==> config.mk <==
export PLATFORM = sky130hd
export DESIGN_NAME = ffta_apb
export DESIGN_NICKNAME = d
export VERILOG_FILES = /design/src/design/ffta_pkg.sv /design/src/design/ffta_apb.sv
export SDC_FILE = /design/constraint.sdc
export NUM_CORES = 1
export LEC_CHECK = 0
export BUFFER_PORTS_ARGS = -buffer_cell sky130_fd_sc_hd__clkbuf_2
export CAP_MARGIN = 20
export CORE_UTILIZATION = 35
export DETAILED_ROUTE_END_ITERATION = 8
export PLACE_DENSITY = 0.94
export SETUP_SLACK_MARGIN = 0.1
export SYNTH_ARGS = -nofsm -noshare
export SYNTH_HDL_FRONTEND = slang
export SYNTH_SLANG_ARGS = --single-unit
==> constraint.sdc <==
create_clock -name clk -period 2.3 [get_ports clk]
set_clock_uncertainty 0.2 [all_clocks]
set_input_delay 0.23 -clock clk [delete_from_list [all_inputs] [get_ports clk]]
set_output_delay 0.23 -clock clk [all_outputs]
set_load 0.05 [all_outputs]
==> src/design/ffta_pkg.sv <==
// ----------------------------------------------------------------------------
// ffta_pkg
// Shared widths, codes and register map of the first-fit tagged allocator.
// ----------------------------------------------------------------------------
package ffta_pkg;

    localparam int CMD_W    = 1;
    localparam int SIZE_W   = 11;
    localparam int OWNER_W  = 10;
    localparam int START_W  = 10;
    localparam int COUNT_W  = 11;
    localparam int UNITS_W  = 11;

    localparam int APB_AW   = 3;
    localparam int APB_DW   = 32;

    localparam logic [UNITS_W-1:0] UNITS_RESET = 11'd1024;

    typedef enum logic [CMD_W-1:0] {
        CMD_ALLOC = 1'b0,
        CMD_FREE  = 1'b1
    } cmd_t;

    typedef enum logic {
        REG_UNITS_IN_USE = 1'b0,
        REG_NONE         = 1'b1
    } reg_idx_t;

endpackage

==> src/design/ffta_apb.sv <==
// ----------------------------------------------------------------------------
// ffta_apb
// Configuration register file behind the APB-style port.
// ----------------------------------------------------------------------------
module ffta_apb (
    input  logic                          clk,
    input  logic                          rst_n,
    input  logic                          psel,
    input  logic                          penable,
    input  logic                          pwrite,
    input  logic [ffta_pkg::APB_AW-1:0]   paddr,
    input  logic [ffta_pkg::APB_DW-1:0]   pwdata,
    output logic [ffta_pkg::APB_DW-1:0]   prdata,
    output logic                          pready,
    output logic [ffta_pkg::UNITS_W-1:0]  units_in_use
);
    import ffta_pkg::*;

    logic [UNITS_W-1:0] units_reg;
    reg_idx_t           reg_idx;
    logic               wr_en;

    assign reg_idx = reg_idx_t'(paddr[2]);
    assign wr_en   = psel && penable && pwrite && (reg_idx == REG_UNITS_IN_USE);
    assign pready  = 1'b1;

    always_ff @(posedge clk or negedge rst_n)
    begin
        if (!rst_n)
        begin
            units_reg <= UNITS_RESET;
        end
        else if (wr_en)
        begin
            units_reg <= pwdata[UNITS_W-1:0];
        end
    end

    always_comb
    begin
        prdata = '0;
        unique case (reg_idx)
            REG_UNITS_IN_USE: prdata = APB_DW'(units_reg);
            default:          prdata = '0;
        endcase
    end

    assign units_in_use = units_reg;

endmodule

==> implementation parameters <==
Parameter                              Value

Run status
  Result of the run    finished, final reports clean

Synth
  Commonest cells in the synthesized netlist    sky130_fd_sc_hd__buf_4 (22), sky130_fd_sc_hd__dfrtp_1 (10), sky130_fd_sc_hd__mux2_4 (10), sky130_fd_sc_hd__nor2b_1 (10), sky130_fd_sc_hd__conb_1 (2)
  Count of state elements after synthesis    11
  Fraction of the yosys area taken by sequential cells    38.4%
  Cells taking the most area after synthesis    sky130_fd_sc_hd__dfrtp_1 (35%), sky130_fd_sc_hd__buf_4 (23%), sky130_fd_sc_hd__mux2_4 (21%)
  Cell taking the most area after synthesis    sky130_fd_sc_hd__dfrtp_1
  Cell area after synthesis    719 sq um
  Synthesized netlist cell count    60
  Synthesized area divided by synthesized cell count    between 10 and 15 sq um
  Distinct cells, synth    11
  Most frequently used cell type in the post-synthesis netlist    sky130_fd_sc_hd__buf_4
  Async S/R FF share, synth    100%
  Warning count from the yosys run    0
  Number of enable flip-flop cells after synthesis    0
  Dominant synthesized flop cell    sky130_fd_sc_hd__dfrtp_1
  Post-synth top area share    34.8%

Worst setup path
  Slack of the worst reg-to-reg path    1.33 ns
  Crit path required time    approximately 1.9 ns
  Category of the critical setup timing path    flop to output port
  Delay of the slowest cell on the worst path    0.54 ns
  Worst reg2reg startpoint    units_in_use[3]
  Highest fanout seen on the critical path    3
  First element of the critical path    units_in_use[10]
  Buffers plus inverters on the worst setup path    1
  Reg-to-Reg End    units_in_use[3]
  Kind of end point of the critical path    output port
  Cell with the largest stage delay on the worst path    sky130_fd_sc_hd__dfstp_2
  Cells along the critical path    nor2b_1, clkbuf_2
  Critical path data arrival time    1.22 ns
  Worst setup SP type    flop
  Delay-heaviest family, CP    flip-flops
  Worst Reg2Reg Path Length in Cells    1

Drt
  Number of optimization iterations in the first detailed-route pass    2
  Drt first-iter violations    1
  Drt wl/cell    9.52 um
  Drt via density    3.83
  Via count    ~530
  DRC violation count after routing    0
  Number of routed nets with antenna violations    0
  Aggregate routed wire length    1.30 mm

Clock tree
  Clock tree from TritonCTS    yes
  Clock sinks    11
  Number of clock buffers inserted by TritonCTS    3
  Number of buffers between clock root and the deepest sink    2
  Number of levels in the clock H-tree    1
  Source-to-sink clock delay at the later pin of the worst-skew pair    0.26 ns
  Root Driver    sky130_fd_sc_hd__clkbuf_4
  Number of cells upsized or downsized after cts    0
  Register clock-pin slew on the reported worst setup and hold paths    ~0.070 ns
  Hold-fix buffers, CTS    12
  Post-CTS repair timing setup buffer count    0

STA
  Fin crit period    roughly 1.7 ns
  Post-Route Setup TNS    0 ns
  Portion of the clock cycle consumed by the worst path in the final layout    72.0%
  Setup violations, final    0
  Total count of hold-check failures in the final report    0
  Max Slew Vio Count    0
  Maximum clock frequency    604 MHz
  Final worst-path setup slack    roughly 0.65 ns
  Unrepaired setup endpoints after global routing    false

Power
  Leakage power figure    0.570 nW
  Total power after layout    0.000924 W
  Power density over cell area    938 nW/um^2
  Peak supply drop    about 0.45 mV

Global routing
  Antenna violations before repair    0
  Overall Global Routing Usage    11.9%
  Pin count of the biggest net entering global routing    13
  Vias in the first global route    roughly 450
  Overflow after GRT    0
  First-pass GRT wire length    1.73 mm

Die
  Initial Util    37.0%
  Area of the die    between 2000 and 2500 sq um
  Chip Width    47.3 um
  I/O pins    84
  Area of the core    1940 sq um
  Die height    47.3 um
  Placement row count    16

Run
  Max capacitance violation total    0

Cells and area
  Share of post-route cells with drive strength above 1    49.1%
  Area growth from synthesis to layout    36.9%
  Filler cells    between 150 and 200
  Ant. Diodes    0
  Combined area of the multi-input logic cells    roughly 340 sq um
  Nets    around 150
  Largest register FFs    11
  Area taken by flip-flops and latches    roughly 280 sq um

Placed design
  Port buffer count    38
  Pre-CTS worst setup slack    0.759 ns
  Final weighted congestion in routability-driven placement    0.689

Worst hold path
  Class of the most critical hold timing path    input pin to async pin
## final cells by class
cell class / instances / area share, %
Clock buffer: 4 / 2.67
Tap cell: 27 / 3.43
Timing Repair Buffer: 50 / 31.5
Sequential cell: 11 / 28.1
Multi-Input combinational cell: 45 / 34.3
## per-layer routing
metal,global-route usage [%],up-vias,wire [um]
met1,10.1,239,480
met5,0,-,0
met2,23.8,39,724
li1,-,247,-
met3,3.46,0,99
met4,6.86,0,0
## placed cells by master (no fill, tap or decap), drive strengths merged
cell and count:
clkbuf 42, conb 22, dlygate4sd3 12, mux2 11, nor2b 10, dfrtp 10, nand4b 1, and2b 1
dfstp 1
## stage by stage
step / utilization [%] / hold slack (ns) / area [sq um] / instances
after floorplan: - / -0.266 / 795 / 80
after detailed placement: 43.2 / -0.0848 / 838 / 121
after global placement: 43.2 / -0.0901 / 838 / 121
final: 50.7 / 0.163 / 985 / 137
after global routing: 50.7 / 0.196 / 985 / 137
after CTS: 50.7 / 0.162 / 985 / 137
## kinds of logic (layout without fill, tap and decap cells)
logic type / count (synthesis) / in the layout / share of synthesized area, %
buf+inv: 24 / 54 / 25.0
flops: 11 / 11 / 38.4
mux: 11 / 11 / 22.4
other cells: 2 / 22 / 1.04
simple gates: 12 / 12 / 13.0
## worst max-delay path by stage
| stage | end | slack [ns] | depth (start not counted) |
|---|---|---|---|
| after detailed placement | units_in_use[2] | 0.76 | 3 |
| final | prdata[10] | 0.65 | 2 |
| after global routing | prdata[10] | 0.56 | 2 |
| after global placement | units_in_use[7] | 0.80 | 3 |
| after CTS | prdata[10] | 0.65 | 2 |
| after floorplan | prdata[10] | 0.43 | 1 |
## power breakdown
| group | total, W | internal [W] | switching (W) | leakage, nW |
|---|---|---|---|---|
| Combinational | 0.000521 | 0.000137 | 0.000384 | 0.425 |
| Clock | 0.000131 | 0.0000670 | 0.0000643 | 0.0150 |
| Sequential | 0.000271 | 0.000239 | 0.0000317 | 0.131 |
No activity file was read; power rests on OpenSTA's default activity.
