--- src/design/ffta_pkg.sv ---
// ----------------------------------------------------------------------------
// ffta_pkg
// Shared widths, codes and register map of the first-fit tagged allocator.
// ----------------------------------------------------------------------------
package ffta_pkg;

    localparam int CMD_W    = 1;
    localparam int SIZE_W   = 11;
    localparam int OWNER_W  = 10;
    localparam int START_W  = 10;
    localparam int COUNT_W  = 11;
    localparam int UNITS_W  = 11;

    localparam int APB_AW   = 3;
    localparam int APB_DW   = 32;

    localparam logic [UNITS_W-1:0] UNITS_RESET = 11'd1024;

    typedef enum logic [CMD_W-1:0] {
        CMD_ALLOC = 1'b0,
        CMD_FREE  = 1'b1
    } cmd_t;

    typedef enum logic {
        REG_UNITS_IN_USE = 1'b0,
        REG_NONE         = 1'b1
    } reg_idx_t;

endpackage

--- src/design/ffta_if.sv ---
// ----------------------------------------------------------------------------
// ffta_if
// Command and response channels of the allocator, valid/ready handshake.
// ----------------------------------------------------------------------------
interface ffta_cmd_if;
    logic                         valid;
    logic                         ready;
    logic [ffta_pkg::CMD_W-1:0]   command;
    logic [ffta_pkg::SIZE_W-1:0]  alloc_size;
    logic [ffta_pkg::OWNER_W-1:0] owner_id;

    modport source (output valid, output command, output alloc_size, output owner_id,
                    input ready);
    modport sink   (input valid, input command, input alloc_size, input owner_id,
                    output ready);
endinterface

interface ffta_rsp_if;
    logic                         valid;
    logic                         ready;
    logic                         found;
    logic [ffta_pkg::START_W-1:0] start_unit;
    logic [ffta_pkg::COUNT_W-1:0] freed_count;

    modport source (output valid, output found, output start_unit, output freed_count,
                    input ready);
    modport sink   (input valid, input found, input start_unit, input freed_count,
                    output ready);
endinterface

--- src/design/ffta_ctrl.sv ---
// ----------------------------------------------------------------------------
// ffta_ctrl
// Scan sequencer: clears the store, runs first-fit search, fill and free
// sweeps one unit per cycle with a shared compare and count unit.
// ----------------------------------------------------------------------------
module ffta_ctrl #(
    parameter int MEM_UNITS  = 1024,
    parameter int OWNER_BITS = 10,
    parameter int AW         = 10,
    parameter int CW         = 11
) (
    input  logic                          clk,
    input  logic                          rst_n,
    ffta_cmd_if.sink                      cmd,
    ffta_rsp_if.source                    rsp,
    input  logic [ffta_pkg::UNITS_W-1:0]  units_in_use,
    output logic                          mem_we,
    output logic [AW-1:0]                 mem_waddr,
    output logic [OWNER_BITS-1:0]         mem_wdata,
    output logic [AW-1:0]                 mem_raddr,
    input  logic [OWNER_BITS-1:0]         mem_rdata
);
    import ffta_pkg::*;

    localparam int NW = (CW > UNITS_W) ? CW : UNITS_W;

    typedef enum logic [2:0] {
        ST_CLEAR,
        ST_IDLE,
        ST_SCAN,
        ST_FILL,
        ST_DONE
    } state_t;

    state_t             state_reg, state_next;
    cmd_t               cmd_reg, cmd_next;
    logic [SIZE_W-1:0]  size_reg, size_next;
    logic [OWNER_BITS-1:0] owner_reg, owner_next;
    logic [CW-1:0]      n_reg, n_next;
    logic [CW-1:0]      idx_reg, idx_next;
    logic               pv_reg, pv_next;
    logic [AW-1:0]      pidx_reg, pidx_next;
    logic [CW-1:0]      run_reg, run_next;
    logic [CW-1:0]      cnt_reg, cnt_next;
    logic               found_reg, found_next;
    logic [AW-1:0]      start_reg, start_next;
    logic [AW-1:0]      end_reg, end_next;
    logic               out_valid_reg, out_valid_next;
    logic               out_found_reg, out_found_next;
    logic [START_W-1:0] out_start_reg, out_start_next;
    logic [COUNT_W-1:0] out_count_reg, out_count_next;

    logic [NW-1:0]         n_wide;
    logic [OWNER_BITS-1:0] owner_in;
    logic                  issue;
    logic                  hit;

    assign n_wide   = (NW'(units_in_use) > NW'(MEM_UNITS)) ? NW'(MEM_UNITS)
                                                           : NW'(units_in_use);
    assign owner_in = OWNER_BITS'(cmd.owner_id);
    assign issue    = (idx_reg < n_reg);
    assign hit      = pv_reg && (cmd_reg == CMD_ALLOC) && (mem_rdata == '0)
                      && ((NW'(run_reg) + NW'(1)) == NW'(size_reg));

    assign cmd.ready       = (state_reg == ST_IDLE);
    assign rsp.valid       = out_valid_reg;
    assign rsp.found       = out_found_reg;
    assign rsp.start_unit  = out_start_reg;
    assign rsp.freed_count = out_count_reg;

    always_comb
    begin
        state_next     = state_reg;
        cmd_next       = cmd_reg;
        size_next      = size_reg;
        owner_next     = owner_reg;
        n_next         = n_reg;
        idx_next       = idx_reg;
        pv_next        = pv_reg;
        pidx_next      = pidx_reg;
        run_next       = run_reg;
        cnt_next       = cnt_reg;
        found_next     = found_reg;
        start_next     = start_reg;
        end_next       = end_reg;
        out_valid_next = out_valid_reg && !rsp.ready;
        out_found_next = out_found_reg;
        out_start_next = out_start_reg;
        out_count_next = out_count_reg;
        mem_we         = 1'b0;
        mem_waddr      = idx_reg[AW-1:0];
        mem_wdata      = '0;
        mem_raddr      = idx_reg[AW-1:0];

        unique case (state_reg)
            ST_CLEAR:
            begin
                mem_we   = 1'b1;
                idx_next = idx_reg + CW'(1);
                if (idx_reg == CW'(MEM_UNITS - 1))
                begin
                    state_next = ST_IDLE;
                end
            end

            ST_IDLE:
            begin
                if (cmd.valid)
                begin
                    cmd_next   = cmd_t'(cmd.command);
                    size_next  = cmd.alloc_size;
                    owner_next = owner_in;
                    n_next     = CW'(n_wide);
                    idx_next   = '0;
                    pv_next    = 1'b0;
                    run_next   = '0;
                    cnt_next   = '0;
                    found_next = 1'b0;
                    start_next = '0;
                    state_next = ST_DONE;
                    if (cmd_t'(cmd.command) == CMD_FREE)
                    begin
                        if (owner_in != '0 && n_wide != '0)
                        begin
                            state_next = ST_SCAN;
                        end
                    end
                    else if (cmd.alloc_size != '0 && owner_in != '0
                             && NW'(cmd.alloc_size) <= n_wide)
                    begin
                        state_next = ST_SCAN;
                    end
                end
            end

            ST_SCAN:
            begin
                if (pv_reg)
                begin
                    if (cmd_reg == CMD_FREE)
                    begin
                        if (mem_rdata == owner_reg)
                        begin
                            mem_we    = 1'b1;
                            mem_waddr = pidx_reg;
                            cnt_next  = cnt_reg + CW'(1);
                        end
                    end
                    else if (mem_rdata != '0)
                    begin
                        run_next = '0;
                    end
                    else
                    begin
                        run_next = run_reg + CW'(1);
                    end
                end
                if (hit)
                begin
                    found_next = 1'b1;
                    start_next = AW'(NW'(pidx_reg) + NW'(1) - NW'(size_reg));
                    end_next   = pidx_reg;
                    idx_next   = CW'(AW'(NW'(pidx_reg) + NW'(1) - NW'(size_reg)));
                    pv_next    = 1'b0;
                    state_next = ST_FILL;
                end
                else if (issue)
                begin
                    idx_next  = idx_reg + CW'(1);
                    pv_next   = 1'b1;
                    pidx_next = idx_reg[AW-1:0];
                end
                else
                begin
                    pv_next = 1'b0;
                    if (!pv_reg)
                    begin
                        state_next = ST_DONE;
                    end
                end
            end

            ST_FILL:
            begin
                mem_we    = 1'b1;
                mem_wdata = owner_reg;
                idx_next  = idx_reg + CW'(1);
                if (idx_reg[AW-1:0] == end_reg)
                begin
                    state_next = ST_DONE;
                end
            end

            ST_DONE:
            begin
                if (!out_valid_reg || rsp.ready)
                begin
                    out_valid_next = 1'b1;
                    out_found_next = found_reg;
                    out_start_next = START_W'(start_reg);
                    out_count_next = COUNT_W'(cnt_reg);
                    state_next     = ST_IDLE;
                end
            end

            default:
            begin
                state_next = ST_IDLE;
            end
        endcase
    end

    always_ff @(posedge clk or negedge rst_n)
    begin
        if (!rst_n)
        begin
            state_reg     <= ST_CLEAR;
            cmd_reg       <= CMD_ALLOC;
            size_reg      <= '0;
            owner_reg     <= '0;
            n_reg         <= '0;
            idx_reg       <= '0;
            pv_reg        <= 1'b0;
            pidx_reg      <= '0;
            run_reg       <= '0;
            cnt_reg       <= '0;
            found_reg     <= 1'b0;
            start_reg     <= '0;
            end_reg       <= '0;
            out_valid_reg <= 1'b0;
            out_found_reg <= 1'b0;
            out_start_reg <= '0;
            out_count_reg <= '0;
        end
        else
        begin
            state_reg     <= state_next;
            cmd_reg       <= cmd_next;
            size_reg      <= size_next;
            owner_reg     <= owner_next;
            n_reg         <= n_next;
            idx_reg       <= idx_next;
            pv_reg        <= pv_next;
            pidx_reg      <= pidx_next;
            run_reg       <= run_next;
            cnt_reg       <= cnt_next;
            found_reg     <= found_next;
            start_reg     <= start_next;
            end_reg       <= end_next;
            out_valid_reg <= out_valid_next;
            out_found_reg <= out_found_next;
            out_start_reg <= out_start_next;
            out_count_reg <= out_count_next;
        end
    end

endmodule

--- src/flat_wrapper.sv ---
// flat-port wrapper written by rule: the top's interface ports become plain ports
module ffta_ctrl_flat import ffta_pkg::*;
#(
    parameter int MEM_UNITS  = 1024,
    parameter int OWNER_BITS = 10,
    parameter int AW         = 10,
    parameter int CW         = 11
)
  (clk, rst_n, units_in_use, mem_we, mem_waddr, mem_wdata, mem_raddr, mem_rdata, cmd_valid, cmd_command, cmd_alloc_size, cmd_owner_id, cmd_ready, rsp_valid, rsp_found, rsp_start_unit, rsp_freed_count, rsp_ready);
  ffta_cmd_if cmd_i ();
  ffta_rsp_if rsp_i ();
  input  logic clk;
  input  logic rst_n;
  input  logic [ffta_pkg::UNITS_W-1:0] units_in_use;
  output logic mem_we;
  output logic [AW-1:0] mem_waddr;
  output logic [OWNER_BITS-1:0] mem_wdata;
  output logic [AW-1:0] mem_raddr;
  input  logic [OWNER_BITS-1:0] mem_rdata;
  input wire logic [$bits(cmd_i.valid)-1:0] cmd_valid;
  input wire logic [$bits(cmd_i.command)-1:0] cmd_command;
  input wire logic [$bits(cmd_i.alloc_size)-1:0] cmd_alloc_size;
  input wire logic [$bits(cmd_i.owner_id)-1:0] cmd_owner_id;
  output wire logic [$bits(cmd_i.ready)-1:0] cmd_ready;
  output wire logic [$bits(rsp_i.valid)-1:0] rsp_valid;
  output wire logic [$bits(rsp_i.found)-1:0] rsp_found;
  output wire logic [$bits(rsp_i.start_unit)-1:0] rsp_start_unit;
  output wire logic [$bits(rsp_i.freed_count)-1:0] rsp_freed_count;
  input wire logic [$bits(rsp_i.ready)-1:0] rsp_ready;
  assign cmd_i.valid = cmd_valid;
  assign cmd_i.command = cmd_command;
  assign cmd_i.alloc_size = cmd_alloc_size;
  assign cmd_i.owner_id = cmd_owner_id;
  assign cmd_ready = cmd_i.ready;
  assign rsp_valid = rsp_i.valid;
  assign rsp_found = rsp_i.found;
  assign rsp_start_unit = rsp_i.start_unit;
  assign rsp_freed_count = rsp_i.freed_count;
  assign rsp_i.ready = rsp_ready;
  ffta_ctrl #(.MEM_UNITS(MEM_UNITS), .OWNER_BITS(OWNER_BITS), .AW(AW), .CW(CW)) u_core (.clk(clk), .rst_n(rst_n), .cmd(cmd_i), .rsp(rsp_i), .units_in_use(units_in_use), .mem_we(mem_we), .mem_waddr(mem_waddr), .mem_wdata(mem_wdata), .mem_raddr(mem_raddr), .mem_rdata(mem_rdata));
endmodule
--- config.mk ---
export PLATFORM = sky130hd
export DESIGN_NAME = ffta_ctrl_flat
export DESIGN_NICKNAME = d
export VERILOG_FILES = /design/src/design/ffta_pkg.sv /design/src/design/ffta_if.sv /design/src/design/ffta_ctrl.sv /design/src/flat_wrapper.sv
export SDC_FILE = /design/constraint.sdc
export NUM_CORES = 1
export LEC_CHECK = 0
export BUFFER_PORTS_ARGS = -buffer_cell sky130_fd_sc_hd__buf_2
export CAP_MARGIN = 10
export CORE_ASPECT_RATIO = 0.8
export CORE_MARGIN = 2
export CORE_UTILIZATION = 60
export CTS_BUF_LIST = sky130_fd_sc_hd__clkbuf_4
export DETAILED_ROUTE_END_ITERATION = 7
export PLACE_DENSITY = 0.83
export RECOVER_POWER = 25
export SLEW_MARGIN = 15
export SYNTH_ARGS = -nofsm -noshare
export SYNTH_HDL_FRONTEND = slang
export SYNTH_SLANG_ARGS = --single-unit
--- constraint.sdc ---
create_clock -name clk -period 3.7 [get_ports clk]
set_input_delay 0.555 -clock clk [delete_from_list [all_inputs] [get_ports clk]]
set_output_delay 0.555 -clock clk [all_outputs]
set_load 0.1 [all_outputs]
==> impl_metrics.tcl <==
set metrics [dict create \
    final_cells 1018 \
    hold_path.class "primary input to flip-flop" \
    drv_cap 1 \
    cts_buffer_depth 2 \
    die_h_um 102 \
    io_pins 102 \
    final_max_slew_viol_count 125 \
    crit_type "flip-flop to output pin" \
    place_ws_ns 0.520 \
    ys_types 65 \
    vias_per_cell 6.00 \
    routed_wl_um 18300 \
    holdPathEnd "u_core.owner_reg[2]$_DFFE_PN0P_" \
    dp_cells 987 \
    violations "capacitance limit, slew limit" \
    crit-reg2reg-launch "u_core.run_reg[3]$_DFFE_PN0P_" \
    chipWidth_um 127 \
    synth_area_per_cell_um2 9.39 \
    syn-cell-area_um2 7250 \
    power.density_nw_per_um2 305 \
    synth_flop_cell "dfrtp_1" \
    drive_gt1_share_pct 21.8 \
    drt_iter0_markers 551 \
    drc 0 \
    r2r_setup_slack_ns 0.55 \
    clock_latency_ns 0.54 \
    worstRegToRegCells 8 \
    p_leak_nw 4.09 \
    max_freq_mhz 291 \
    cts.htree.levels 4 \
    ys_seq_area_share_pct 42.8 \
    fin_nets 947 \
    grt_max_degree 125 \
    grt_pass1_wl_um 30200 \
    initial_core_util_pct 62.2 \
    post_cts.repair.setup_buffers 0 \
    path_clk_slew_ns 0.12 \
    cts_tree "done" \
    yosys_register_bits 124 \
    clockPowerShare_pct 40.7 \
    async_flop_share_pct 100 \
    switchingPower_mw 0.589 \
    crit_fanout 19 \
    outcome "complete, but fails checks" \
    setup_tns_ns 0 \
    fin_ws_ns 0.264 \
    cts_buffers 17 \
    dr.pass1.iters 5 \
    clock-root-buffer "clkbuf_4" \
    start_kind "flip-flop" \
    ant_nets 0 \
    post_drt_wl_per_cell_um 18.0 \
    gr-usage-all-layers_pct 29.7 \
    diodes 0 \
    holdBufCountCts 0 \
    yosysWarnings 0 \
    rsz0062_at_grt "false" \
    cts.sinks 124 \
    synth-edff-count 0 \
    fin_skew_ns 0.0204 \
    crit_required_ns 3.14 \
    gr-total-overflow 0 \
    tightest_slew_ns 3.02 \
    final_cell_area_um2 8100 \
    io_buffers 101 \
    netSwitchingFraction_pct 23.9 \
    place.gp.congestion 0.954 \
    post-dp-hpwl_um 13500 \
    setup_viol 0 \
    fp-row-count 35 \
    area_delta_synth_final_pct 11.7 \
    total_power_mw 2.47 \
    relSlewSlack_pct -102 \
    synthCells 772 \
    cts_resized 0 \
    cp-end-kind "output pin" \
    place_area_um2 7810 \
    seqPwrFrac_pct 54.9 \
    fp.dieArea_um2 13000 \
    grt_antenna_before_repair 0 \
    grt_pass1_vias 5947 \
    hold_viol 0 \
    cell_internal_pwr_mw 1.88 \
    min_period_ns 3.44 \
    regToRegEndpoint "u_core.idx_reg[9]$_DFFE_PN0P_" \
    core_area_um2 11600 \
    holdPathStages 3 \
    min_from "cmd_owner_id[2]" \
    vdd_drop_max_mv 0.318 \
    via_count 6109 \
    p_comb_share_pct 4.4 \
    cp_data_arrival_time_ns 2.88 \
    fin_crit_sh_pct 92.9 \
    syn_nets 861 \
]
-- synthesized netlist by cell type, types with 2 or more instances --
cell	count	area share, %
o21ai_0	62	4.3
o32ai_1	5	0.60
o31ai_1	7	0.73
a21boi_0	2	0.21
a31oi_1	3	0.26
nand2_1	136	7.0
o41ai_1	4	0.48
nand2b_1	10	0.86
a21o_1	7	0.73
o21ai_1	6	0.41
buf_2	9	0.62
o2bb2ai_1	2	0.24
nor4_1	11	0.95
nor2_1	25	1.3
mux2_2	36	5.6
inv_1	38	2.0
and2_1	13	1.1
o31a_1	2	0.24
nand4_1	9	0.78
and3_1	9	0.78
ha_1	41	7.1
xnor2_1	20	2.4
nand3_1	19	1.3
a41oi_1	2	0.24
a21oi_1	20	1.4
a22o_1	15	1.8
buf_4	10	1.0
o21a_1	2	0.21
xor2_1	25	3.0
o211ai_1	4	0.41
clkbuf_1	23	1.2
nor4_2	2	0.35
and4_1	2	0.24
nor3_1	12	0.83
or3_1	11	0.95
nor2b_1	9	0.78
or4_1	4	0.41
a211oi_1	3	0.31
dfrtp_1	124	43
buf_1	2	0.10
mux2_1	2	0.31
-- worst max-delay path, cell delays in order, from the launching register on --
cell     delay (ns)
dfrtp_1        0.57
or3b_1         0.52
nor4_2         0.22
nand3_1        0.11
buf_4          0.24
mux2_2         0.26
buf_2          0.42
-- stage by stage --
step	hold slack [ns]	utilization (%)
after global placement	0.458	67.1
after detailed placement	0.465	67.1
after floorplan	0.259	-
final	0.218	69.5
after CTS	0.119	69.6
after global routing	0.188	69.5
-- layout make-up --
type,instances,area (um^2)
Clock inverter,11,146
Clock buffer,20,150
Tap cell,148,185
Fill cell,914,3550
Sequential cell,124,3100
Inverter,38,143
Multi-Input combinational cell,565,3780
Timing Repair Buffer,112,588
-- logic make-up after synthesis --
logic type | count (synthesis) | synth area share [%]
compound gates | 159 | 14.4
xor+xnor | 45 | 5.44
fa+ha+maj | 42 | 7.36
buf+inv | 83 | 5.08
flops | 124 | 42.8
mux | 39 | 6.04
simple gates | 280 | 18.9
-- how the worst max path moves through the flow --
stage / slack, ns / depth (start not counted) / end / from
after floorplan: 0.07 / 6 / mem_waddr[1] / u_core.state_reg[2]$_DFFE_PN0P_
after global placement: 0.60 / 8 / u_core.idx_reg[10]$_DFFE_PN0P_ / mem_rdata[5]
after detailed placement: 0.52 / 8 / u_core.idx_reg[9]$_DFFE_PN0P_ / mem_rdata[5]
after CTS: 0.27 / 6 / mem_waddr[2] / u_core.state_reg[1]$_DFFE_PN0P_
after global routing: 0.11 / 6 / mem_waddr[5] / u_core.state_reg[1]$_DFFE_PN0P_
final: 0.26 / 6 / mem_waddr[2] / u_core.state_reg[1]$_DFFE_PN0P_
-- power by group through the flow --
stage               sequential (mW)  clock [mW]  combinational [mW]
floorplan                      1.38           0              0.0349
global placement               1.38           0               0.110
detailed placement             1.38           0               0.111
CTS                            1.35        1.02               0.112
global route                   1.36        1.08               0.123
finish                         1.35        1.00               0.109
-- routing by layer --
layer	GRT usage, %	vias to the layer above	share of wire (%)
li1	-	2887	-
met1	41.7	2938	46
met2	47.1	259	46
met3	6.60	25	6.9
met4	8.11	0	1.4
met5	0	-	0
-- cell usage in the layout, fill, tap and decap left out, types with 11 or more instances in the layout --
master	count
nand2_1	136
dfrtp_1	124
buf_2	100
o21ai_0	61
ha_1	41
inv_1	38
mux2_2	36
nor2_1	25
xor2_1	25
clkbuf_4	21
xnor2_1	20
a21oi_1	20
nand3_1	19
a22o_1	15
and2_1	13
or3_1	11
nor3_1	11
nor4_1	11
No activity file was read; power rests on OpenSTA's default activity.
